File: config.mk
export PLATFORM = sky130hd
export DESIGN_NAME = small_float_format_convert_core
export DESIGN_NICKNAME = d
export VERILOG_FILES = /design/src/design/sffc_pkg.sv /design/src/design/sffc_narrow.sv /design/src/design/sffc_widen.sv /design/src/design/small_float_format_convert_core.sv
export SDC_FILE = /design/constraint.sdc
export NUM_CORES = 1
export LEC_CHECK = 0
export BUFFER_PORTS_ARGS = -buffer_cell sky130_fd_sc_hd__buf_2
export CORE_ASPECT_RATIO = 0.75
export CORE_MARGIN = 4
export CORE_UTILIZATION = 60
export CTS_BUF_LIST = sky130_fd_sc_hd__clkbuf_4 sky130_fd_sc_hd__clkbuf_8
export DETAILED_ROUTE_END_ITERATION = 7
export GPL_TIMING_DRIVEN = 0
export PLACE_DENSITY_LB_ADDON = 0.05
export SETUP_SLACK_MARGIN = 0.02
export SYNTH_ARGS = -nofsm -noshare
export SYNTH_HDL_FRONTEND = slang
export SYNTH_SLANG_ARGS = --single-unit
File: constraint.sdc
create_clock -name clock -period 3.75 [get_ports clock]
set_clock_uncertainty 0.1 [all_clocks]
set_input_delay 0.375 -clock clock [delete_from_list [all_inputs] [get_ports clock]]
set_output_delay 0.375 -clock clock [all_outputs]
set_load 0.02 [all_outputs]
File: src/design/sffc_pkg.sv
// Shared codes and constants for the small float format converter.
// Used by sffc_narrow, sffc_widen and small_float_format_convert_core.
`timescale 1ns / 1ps

package sffc_pkg;

   // conversion direction codes
   localparam logic KIND_NARROW = 1'b0;
   localparam logic KIND_WIDEN  = 1'b1;

   // format select codes
   localparam logic [1:0] FMT_PASS = 2'd0;
   localparam logic [1:0] FMT_HALF = 2'd1;
   localparam logic [1:0] FMT_U11  = 2'd2;
   localparam logic [1:0] FMT_U10  = 2'd3;

   // float32 field constants
   localparam logic [7:0] F32_EXP_ALL = 8'hFF;
   // float32 exponent of the smallest small-format normal (127 + 1 - 15)
   localparam logic [7:0] MIN_NORMAL_EXP = 8'd113;
   // rebias from small to float32 exponent (127 - 15)
   localparam logic [7:0] REBIAS = 8'd112;
   // float32 exponent of the largest small-format normal (15 + 127)
   localparam logic [7:0] MAX_NORMAL_EXP = 8'd142;

   typedef struct packed {
      logic        has_sign;   // sign bit present (half only)
      logic [4:0]  diff;       // 23 minus mantissa width
      logic [9:0]  frac_mask;  // mantissa mask of the small format
      logic [22:0] max_low;    // mantissa of the largest unclamped value, float32 position
   } fmt_desc_type;

   function automatic fmt_desc_type fmt_desc(input logic [1:0] sel);
      fmt_desc_type d;
      unique case (sel)
         FMT_U11: begin
            d.has_sign  = 1'b0;
            d.diff      = 5'd17;
            d.frac_mask = 10'h03F;
            d.max_low   = 23'h07E000;
         end
         FMT_U10: begin
            d.has_sign  = 1'b0;
            d.diff      = 5'd18;
            d.frac_mask = 10'h01F;
            d.max_low   = 23'h07C000;
         end
         // half; passthrough never uses the descriptor
         FMT_HALF, FMT_PASS: begin
            d.has_sign  = 1'b1;
            d.diff      = 5'd13;
            d.frac_mask = 10'h3FF;
            d.max_low   = 23'h7FE000;
         end
      endcase
      return d;
   endfunction

endpackage

File: src/design/sffc_narrow.sv
// Narrowing path: float32 pattern to half, unsigned 11-bit or 10-bit float.
// Depends on sffc_pkg for format descriptors and exponent constants.
`timescale 1ns / 1ps

module sffc_narrow (
   input  logic [1:0]  format_select,
   input  logic [31:0] value_in,
   output logic [15:0] value_out
);

   sffc_pkg::fmt_desc_type d;
   logic [7:0]  exp_f;
   logic [22:0] mant_f;
   logic [30:0] absb;
   logic [30:0] max_normal;
   logic [30:0] min_normal;
   logic [15:0] sign;
   logic [15:0] frac_mask16;
   logic [15:0] exp_mask16;
   logic [15:0] max_pattern;
   logic [7:0]  sh;
   logic [23:0] denorm_m;
   logic [23:0] denorm_sh;
   logic [30:0] norm_v;
   logic [30:0] norm_sh;

   always_comb begin
      d           = sffc_pkg::fmt_desc(format_select);
      exp_f       = value_in[30:23];
      mant_f      = value_in[22:0];
      absb        = value_in[30:0];
      max_normal  = {sffc_pkg::MAX_NORMAL_EXP, d.max_low};
      min_normal  = {sffc_pkg::MIN_NORMAL_EXP, 23'd0};
      sign        = d.has_sign ? {value_in[31], 15'd0} : 16'd0;
      frac_mask16 = {6'd0, d.frac_mask};
      // exponent field sits just above the mantissa: shift an all-ones 5-bit field
      exp_mask16  = ({11'd0, 5'h1F} << (5'd23 - d.diff));
      // exponent 30 with all mantissa bits set: exp mask minus one lowest exp step
      max_pattern = (exp_mask16 & ~(frac_mask16 + 16'd1)) | frac_mask16;
      sh          = sffc_pkg::MIN_NORMAL_EXP - exp_f;
      denorm_m    = {1'b1, mant_f};
      denorm_sh   = (denorm_m >> sh) >> d.diff;
      norm_v      = absb - {sffc_pkg::REBIAS, 23'd0};
      norm_sh     = norm_v >> d.diff;

      priority if (exp_f == sffc_pkg::F32_EXP_ALL && mant_f != 23'd0) begin
         value_out = exp_mask16 | frac_mask16;
      end else if (!d.has_sign && value_in[31]) begin
         value_out = 16'd0;
      end else if (exp_f == sffc_pkg::F32_EXP_ALL) begin
         value_out = sign | exp_mask16;
      end else if (absb > max_normal) begin
         value_out = sign | max_pattern;
      end else if (absb < min_normal) begin
         // float32 zeros and denormals shift out entirely
         value_out = sign | denorm_sh[15:0];
      end else begin
         value_out = sign | norm_sh[15:0];
      end
   end

endmodule

File: src/design/sffc_widen.sv
// Widening path: half, unsigned 11-bit or 10-bit float back to float32.
// Depends on sffc_pkg for format descriptors and exponent constants.
`timescale 1ns / 1ps

module sffc_widen (
   input  logic [1:0]  format_select,
   input  logic [15:0] value_in,
   output logic [31:0] value_out
);

   sffc_pkg::fmt_desc_type d;
   logic [4:0]  fb;
   logic [15:0] shifted;
   logic [4:0]  expf;
   logic [9:0]  frac;
   logic [22:0] mant;
   logic        sign;
   logic [3:0]  lz;
   logic [22:0] norm_mant;
   logic [7:0]  norm_exp;

   always_comb begin
      d       = sffc_pkg::fmt_desc(format_select);
      fb      = 5'd23 - d.diff;
      shifted = value_in >> fb;
      expf    = shifted[4:0];
      frac    = value_in[9:0] & d.frac_mask;
      // mantissa top-aligned in the float32 field
      mant    = {13'd0, frac} << d.diff;
      sign    = d.has_sign & value_in[15];

      // leading zeros of the top-aligned mantissa; highest set bit wins
      lz = 4'd0;
      for (int i = 13; i < 23; i++) begin
         if (mant[i]) begin
            lz = 4'(22 - i);
         end
      end
      norm_mant = mant << (lz + 4'd1);
      norm_exp  = sffc_pkg::REBIAS - {4'd0, lz};

      priority if (expf == 5'd0 && frac == 10'd0) begin
         value_out = {sign, 31'd0};
      end else if (expf == 5'd0) begin
         value_out = {sign, norm_exp, norm_mant};
      end else if (expf == 5'h1F) begin
         value_out = {sign, sffc_pkg::F32_EXP_ALL, mant};
      end else begin
         value_out = {sign, {3'd0, expf} + sffc_pkg::REBIAS, mant};
      end
   end

endmodule

File: src/design/small_float_format_convert_core.sv
// Top level of the small float format converter: input register, the
// narrowing and widening paths (sffc_narrow, sffc_widen), result register.
// Depends on sffc_pkg.
`timescale 1ns / 1ps

// A beat is taken at every clock edge where start is high; busy is always low,
// so one conversion enters per cycle. Each result appears on rsp_value_out with
// rsp_strobe high for exactly one cycle, after its start beat has passed through
// the input register and then the result register; the receiver cannot stall,
// and results come out in the order the beats went in.
module small_float_format_convert_core (
   input  logic        clock,
   input  logic        reset,
   input  logic        start,
   output logic        busy,
   input  logic        req_kind,
   input  logic [1:0]  req_format_select,
   input  logic [31:0] req_value_in,
   output logic        rsp_strobe,
   output logic [31:0] rsp_value_out
);

   logic        in_valid_ff;
   logic        in_kind_ff;
   logic [1:0]  in_sel_ff;
   logic [31:0] in_value_ff;
   logic        rsp_valid_ff;
   logic [31:0] rsp_value_ff;
   logic [31:0] rsp_value_in;
   logic [15:0] narrow_out;
   logic [31:0] widen_out;

   assign busy = 1'b0;

   always_ff @(posedge clock) begin
      if (reset) begin
         in_valid_ff  <= 1'b0;
         rsp_valid_ff <= 1'b0;
      end else begin
         in_valid_ff  <= start;
         rsp_valid_ff <= in_valid_ff;
      end
   end

   always_ff @(posedge clock) begin
      if (start) begin
         in_kind_ff  <= req_kind;
         in_sel_ff   <= req_format_select;
         in_value_ff <= req_value_in;
      end
      rsp_value_ff <= rsp_value_in;
   end

   sffc_narrow u_narrow (
      .format_select (in_sel_ff),
      .value_in      (in_value_ff),
      .value_out     (narrow_out)
   );

   sffc_widen u_widen (
      .format_select (in_sel_ff),
      .value_in      (in_value_ff[15:0]),
      .value_out     (widen_out)
   );

   always_comb begin
      priority if (in_sel_ff == sffc_pkg::FMT_PASS) begin
         rsp_value_in = in_value_ff;
      end else if (in_kind_ff == sffc_pkg::KIND_NARROW) begin
         rsp_value_in = {16'd0, narrow_out};
      end else begin
         rsp_value_in = widen_out;
      end
   end

   assign rsp_strobe    = rsp_valid_ff;
   assign rsp_value_out = rsp_value_ff;

endmodule

# After elaboration in Yosys (flattened, before gate mapping)
# Index checks and enable logic that the tools add are counted.
[word_totals]
ff_bits = 69
in_bits = 38
out_inout_bits = 34
[classes]
n_addsub = 7
order_cmp = 2
eq_ne = 5
n_shift = 7
muxes = 22
bitwise_logic = 10
n_reduce_logical = 9
[op_table]
columns = ["cell", "n"]
rows = [
  ["39-bit case mux with 3 select lines", 1],
  ["16-bit two-way mux", 6],
  ["31-bit two-way mux", 3],
  ["32-bit two-way mux", 2],
  ["16-bit bitwise OR", 4],
  ["4-bit two-way mux", 10],
  ["16-bit by 10-bit bitwise OR with 16-bit output", 2],
  ["31-bit > comparator", 1],
  ["31-bit by 30-bit less-than comparator with 1-bit output (second input constant)", 1],
  ["31-bit by 5-bit right shift with 16-bit output", 1],
  ["31-bit by 30-bit subtractor with 31-bit output (second input constant)", 1],
  ["24-bit by 5-bit right shift with 16-bit output", 1],
  ["24-bit by 8-bit right shift with 24-bit output", 1],
  ["23-bit nonzero test", 1],
  ["10-bit by 5-bit << shifter with 23-bit output", 1],
  ["23-bit by 4-bit << shifter with 23-bit output", 1],
  ["16-bit AND", 1],
  ["16-bit inverter", 1],
  ["5-bit by 5-bit << shifter with 16-bit output (first input constant)", 1],
  ["16-bit by 5-bit right shift with 5-bit output", 1],
  ["10-bit by 1-bit adder with 11-bit output (second input constant)", 1],
  ["10-bit AND", 1],
  ["10-bit logical NOT", 1],
  ["5-bit by 7-bit adder with 8-bit output (second input constant)", 1],
  ["other kinds (14)", 17],
]

# Depth between registers and ports, before layout
[depth]
depth_word = 21
depth_mapped = 16
ltp_nobuf = 11

# Cells and area by module
# From an unflattened synthesis, not the netlist that was laid out.
[unflattened]
cells_unflattened = 602
hier_area_um2 = 5345.1
[by_module_without_submodules]
columns = ["mod", "instances", "cells_each", "area_per_inst_um2", "seq_area_each_um2"]
rows = [
  ["small_float_format_convert_core", 1, 186, 2549.9, 1731.7],
  ["sffc_narrow", 1, 237, 1560.2, 0.0],
  ["sffc_widen", 1, 179, 1234.9, 0.0],
]

# Least setup slack after synthesis
# Ideal clock, no wire load.
[synth_timing]
path_type = "reg-to-reg"
startpoint = "reg in_sel_ff[1]"
endpoint = "reg rsp_value_ff[6] (netlist: rsp_value_out[6])"
setup_time_ns = 0.124
t_arrival_ns = 3.206
t_required_ns = 3.526
setup_slack_ns = 0.320
path_stages_with_launch = 15
path_cell_list = "edfxtp_1 -> buf_2 -> buf_4 -> buf_4 -> buf_2 -> buf_2 -> clkbuf_1 -> ha_1 -> nand4_1 -> or2_2 -> or4_1 -> o211ai_1 -> buf_2 -> a21oi_1 -> a2111o_1"
[synth_between]
elab_chain_cells = 21
[synth_lines]
columns = ["element", "line", "text"]
rows = [
  ["start, declared", "small_float_format_convert_core.sv:25", "logic [1:0] in_sel_ff;"],
  ["start signal, assigned", "small_float_format_convert_core.sv:48", "in_sel_ff <= req_format_select;"],
  ["2-bit by 1-bit == test with 1-bit output or 2-bit logical NOT (tied branches)", "sffc_pkg.sv:35, small_float_format_convert_core.sv:67", ""],
  ["2-bit OR reduction", "sffc_pkg.sv:35", "unique case (sel)"],
  ["39-bit case mux with 3 select lines", "sffc_pkg.sv:35", ""],
  ["10-bit AND", "sffc_widen.sv:27", "frac = value_in[9:0] & d.frac_mask;"],
  ["10-bit by 5-bit << shifter with 23-bit output", "sffc_widen.sv:29", "mant = {13'd0, frac} << d.diff;"],
  ["4-bit two-way mux (10 in a row)", "sffc_widen.sv:35", "if (mant[i]) begin"],
  ["4-bit by 1-bit adder with 4-bit output", "sffc_widen.sv:39", "norm_mant = mant << (lz + 4'd1);"],
  ["23-bit by 4-bit << shifter with 23-bit output", "sffc_widen.sv:39", ""],
  ["31-bit two-way mux", "sffc_widen.sv:44", "end else if (expf == 5'd0) begin"],
  ["31-bit two-way mux", "sffc_widen.sv:42", "priority if (expf == 5'd0 && frac == 10'd0) begin"],
  ["32-bit two-way mux", "small_float_format_convert_core.sv:69", "end else if (in_kind_ff == sffc_pkg::KIND_NARROW) begin"],
  ["32-bit two-way mux *", "small_float_format_convert_core.sv:67", "priority if (in_sel_ff == sffc_pkg::FMT_PASS) begin"],
  ["via rsp_value_in[6]", "small_float_format_convert_core.sv:29", "logic [31:0] rsp_value_in;"],
  ["end signal, assigned", "small_float_format_convert_core.sv:51", "rsp_value_ff <= rsp_value_in;"],
  ["end, declared", "small_float_format_convert_core.sv:28", "logic [31:0] rsp_value_ff;"],
]
# The timed path passes the listed nets; every way through them passes the cells marked *. The select of a mux whose other input is x is not followed.
# A chain may end at the register's enable or synchronous reset.

# Worst setup path after layout
[layout_timing]
startpoint = "reg in_value_ff[24]"
endpoint = "reg rsp_value_ff[3] (netlist: rsp_value_out[3])"
[layout_between]
elab_chain_cells = 11
[layout_lines]
columns = ["element", "line", "text"]
rows = [
  ["start, declared", "small_float_format_convert_core.sv:26", "logic [31:0] in_value_ff;"],
  ["start signal, assigned", "small_float_format_convert_core.sv:49", "in_value_ff <= req_value_in;"],
  ["7-bit by 8-bit subtractor with 8-bit output", "sffc_narrow.sv:40", "sh = sffc_pkg::MIN_NORMAL_EXP - exp_f;"],
  ["24-bit by 8-bit right shift with 24-bit output", "sffc_narrow.sv:42", "denorm_sh = (denorm_m >> sh) >> d.diff;"],
  ["24-bit by 5-bit right shift with 16-bit output", "sffc_narrow.sv:42", ""],
  ["16-bit bitwise OR", "sffc_narrow.sv:56", "value_out = sign | denorm_sh[15:0];"],
  ["16-bit two-way mux", "sffc_narrow.sv:54", "end else if (absb < min_normal) begin"],
  ["16-bit two-way mux", "sffc_narrow.sv:52", "end else if (absb > max_normal) begin"],
  ["16-bit two-way mux", "sffc_narrow.sv:50", "end else if (exp_f == sffc_pkg::F32_EXP_ALL) begin"],
  ["16-bit two-way mux", "sffc_narrow.sv:48", "end else if (!d.has_sign && value_in[31]) begin"],
  ["16-bit two-way mux *", "sffc_narrow.sv:46", "priority if (exp_f == sffc_pkg::F32_EXP_ALL && mant_f != 23'd0) begin"],
  ["32-bit two-way mux *", "small_float_format_convert_core.sv:69", ""],
  ["32-bit two-way mux *", "small_float_format_convert_core.sv:67", ""],
  ["via rsp_value_in[3]", "small_float_format_convert_core.sv:29", ""],
]
# The timed path passes the listed nets; every way through them passes the cells marked *.

==> results.py <==
metrics = {
    "clocking": {
        "cts-root-buf": "sky130_fd_sc_hd__clkbuf_8",
        "path_clk_slew_ps": 80,
        "clockBufferDepth": 2,
        "insertion_delay_ps": 370,
        "clock_sinks": 69,
        "htree_num_levels": 3,
        "cts_made_buffers": 9,
        "cts_hold_buffers": 0,
        "cts_tree": "yes",
    },
    "worst_setup_path": {
        "cp_cell_sequence": "clkbuf_2, inv_2, ha_1, nor2b_1, or3_1, nand4b_1, or2_1, o41ai_4, mux2i_1, a31oi_2",
        "path_max_fanout": 10,
        "worstSetupEndpointType": "flip-flop",
        "timing.critical_path.slowest_stage_cell": "sky130_fd_sc_hd__edfxtp_1",
        "crit_family": "simple AND/OR/NAND/NOR gates",
        "cp-start-kind": "flip-flop",
        "critPathArrivalTime_ps": 3790,
        "worst-path-buf-inv": 2,
        "required_ps": 3910,
        "cp_slowest_stage_delay_ps": 510,
        "timing_worst_setup_path_type": "reg2reg",
    },
    "routing": {
        "drt_drc_violations_left": 0,
        "finalWirelength_um": 17400,
        "vias_per_cell": 6.94,
        "drt_first_pass_iters": 6,
        "wl_per_cell_um": 23.0,
        "route.antenna.remaining_nets": 0,
        "route.vias.total": 5231,
        "dr.first_iter.drc_count": 643,
    },
    "pwr": {
        "total_power_w": 0.00239,
        "p_leak_nw": 2.34,
        "power_density_nw_per_um2": 416,
        "max-vdd-ir-drop_mv": 0.465,
    },
    "final_layout": {
        "multi_input_area_um2": 2970,
        "utilization_pct": 72.1,
        "drive_above_1_share_pct": 23.0,
        "finish.net_count": 695,
        "num_antenna_cells": 0,
        "sequential_cell_area_um2": 1730,
        "fill_cells": 624,
        "area_growth_pct": 16.1,
        "final_cells": 754,
    },
    "synthesis": {
        "synthAdderAreaFrac_pct": 3.29,
        "synth_compound_gate_area_share_pct": 23.8,
        "postSynth.asyncResetShare_pct": 0,
        "synth.largest_area_cell": "sky130_fd_sc_hd__edfxtp_1",
        "synth_xor_xnor_area_share_pct": 1.37,
        "synth_seq_area_share_pct": 35.0,
        "yosys_warnings": 0,
        "fraction_of_synthesized_area_in_multiplexers_pct": 9.50,
        "ys_seq_elements": 69,
        "synth_cells": 557,
        "syn-cell-area_um2": 4940,
        "syn-mean-instance-area_um2": 8.87,
        "yosys.area_share.simple_pct": 21.2,
        "synth_enable_flop_cells": 35,
        "yosysTopAreaCellShare_pct": 21.3,
        "yosysMostFrequentCell": "sky130_fd_sc_hd__nand2_1",
        "synthTopCellsByArea": "sky130_fd_sc_hd__edfxtp_1 (21%), sky130_fd_sc_hd__dfxtp_1 (14%), sky130_fd_sc_hd__mux2i_1 (6.1%), sky130_fd_sc_hd__a21oi_1 (4.3%), sky130_fd_sc_hd__nand2_1 (3.6%)",
        "yosys-top-cells-count": "sky130_fd_sc_hd__nand2_1 (48), sky130_fd_sc_hd__nor2_1 (43), sky130_fd_sc_hd__a21oi_1 (42)",
        "synth_cell_type_count": 85,
        "number_of_nets_produced_by_synthesis": 608,
        "synth_flop_cell": "sky130_fd_sc_hd__edfxtp_1",
        "synth_top_family_by_area": "compound AO/OA/AOI/OAI gates",
    },
    "timing": {
        "hold_viol": 0,
        "timing.slew.headroom_pct": 43.1,
        "layout_min_cycle_time_ps": 3630,
        "worst-slew-pin-transition_ps": 846,
        "final.setup.worst_slack_ps": 117,
        "layout_worst_path_cycle_share_pct": 96.9,
        "hold-worst-slack_ps": 77.1,
        "setup_violations": 0,
        "clock.fmax_mhz": 275,
        "slew_viol_final": 0,
        "grt_setup_unrepaired": "false",
    },
    "place": {
        "detailed_place_hpwl_um": 12900,
        "gp_routability_congestion": 1.04,
        "place_worst_setup_slack_ps": -433,
        "numPortBuffers": 70,
        "placed_cells": 732,
    },
    "global_routing": {
        "groute.usage.overall_pct": 35.6,
        "global_route.usage.met2_pct": 50.4,
        "grt_antenna_before_repair": 1,
        "global_route.peak_usage_layer": "met1",
        "met3_usage_pct": 11.7,
        "first_global_vias": 4784,
        "grt_first_pass_wirelength_um": 26800,
        "grtUsageMet1_pct": 52.3,
        "grt-ovfl-total": 0,
        "grt_start_max_net_pins": 37,
    },
    "run": {
        "max-cap-violations": 0,
    },
    "outcome": {
        "status": "finished, final reports clean",
    },
    "hold_path": {
        "timing.hold.worst.class": "in2reg",
    },
    "floorplanning": {
        "area_of_the_placeable_core_um2": 7950,
        "floorplan.initialDensity_pct": 62.1,
        "die_h_um": 86.6,
        "ioPinCount": 72,
        "fp.dieW_um": 113,
        "placement_rows": 28,
        "design.die.area_um2": 9770,
    },
}
[power by group]
group	switching, W	leakage, nW	internal, W	total, W
combinational	0.000552	1.62	0.000312	0.000864
clock	0.000299	0.101	0.000276	0.000576
sequential	0.0000677	0.626	0.000880	0.000947
total	0.000920	2.34	0.00147	0.00239
[cell type report]
cell class	count	area share, %
inverter	19	1.24
buffer	42	3.95
clock inverter	5	0.524
timing repair buffer	79	7.29
sequential	69	30.2
tap	105	2.29
multi-input combinational	424	51.9
clock buffer	11	2.64
[routing by layer]
layer | vias up | routed length (um)
met5 | - | 0
met4 | 0 | 392
met3 | 45 | 2970
met2 | 474 | 7030
met1 | 2416 | 6960
li1 | 2296 | -
[placed cells by master, fill, tap and decap left out, drive strengths merged, types with 4 or more instances in the layout]
cell,synthesis,final
nor4,8,8
a22oi,7,7
buf,20,98
nor3,16,16
mux2i,30,30
and3,4,4
o31ai,10,10
nand3b,5,5
xnor2,4,4
nand2b,7,7
inv,18,22
a32oi,4,4
a21o,5,5
a21oi,43,43
o21ai,33,33
edfxtp,35,35
nor2b,11,11
nand3,17,17
nand2,48,48
or3,5,5
ha,13,13
nand4,9,9
a31oi,7,7
clkbuf,25,34
a211o,5,5
o221ai,5,5
nor2,44,44
o41ai,4,4
dfxtp,34,34
mux4,6,6
or4,4,4
o211ai,7,7
or2,4,4
o22ai,4,4
[registers in the layout, indices dropped and copies added, names as in the netlist]
register	cells
rsp_strobe	1
in_sel_ff	2
rsp_value_out	32
in_value_ff	32
in_valid_ff	1
in_kind_ff	1
[through the flow]
step / setup TNS [ps] / instance area (um2)
floorplan: 0 / 4940
global placement: -4540 / 5420
detailed placement: -4960 / 5420
CTS: 0 / 5690
global route: 0 / 5730
finish: 0 / 5730
[logic make-up (layout without fill, tap and decap cells)]
family	count (synthesis)	after routing
multiplexers	39	39
XOR/XNOR	6	6
AO/OA/AOI/OAI	167	167
AND/OR/NAND/NOR	198	198
buffers and inverters	64	156
adder cells (fa/ha/maj)	13	13
flip-flops	69	69
other	1	1
[worst reg2reg max path, delay by kind of cell, from the launching register on]
family | cells | cell delay [ps]
AND/OR/NAND/NOR | 4 | 1130
AO/OA/AOI/OAI | 2 | 830
flip-flops | 1 | 510
buffers and inverters | 2 | 470
adder cells (fa/ha/maj) | 1 | 310
multiplexers | 1 | 170
[final timing paths]
| check | startpoint | to | slack [ps] | cells after the start |
|---|---|---|---|---|
| max | in_value_ff[24]$_DFFE_PP_ | rsp_value_out[3]$_DFF_P_ | 120 | 10 |
| min | req_value_in[26] | in_value_ff[26]$_DFFE_PP_ | 80 | 1 |
| max reg2reg | in_value_ff[24]$_DFFE_PP_ | rsp_value_out[3]$_DFF_P_ | 120 | 10 |
| min reg2reg | in_valid_ff$_SDFF_PP0_ | rsp_strobe$_SDFF_PP0_ | 350 | 1 |
[repair_timing]
action | 4_1_cts | 5_1_grt
gates resized for setup | 11 | 12
endpoints found under the setup margin | 23 | 22
buffers inserted | 7 | 2
pin swaps | 0 | 1
Power figures use the tool's default switching activity.
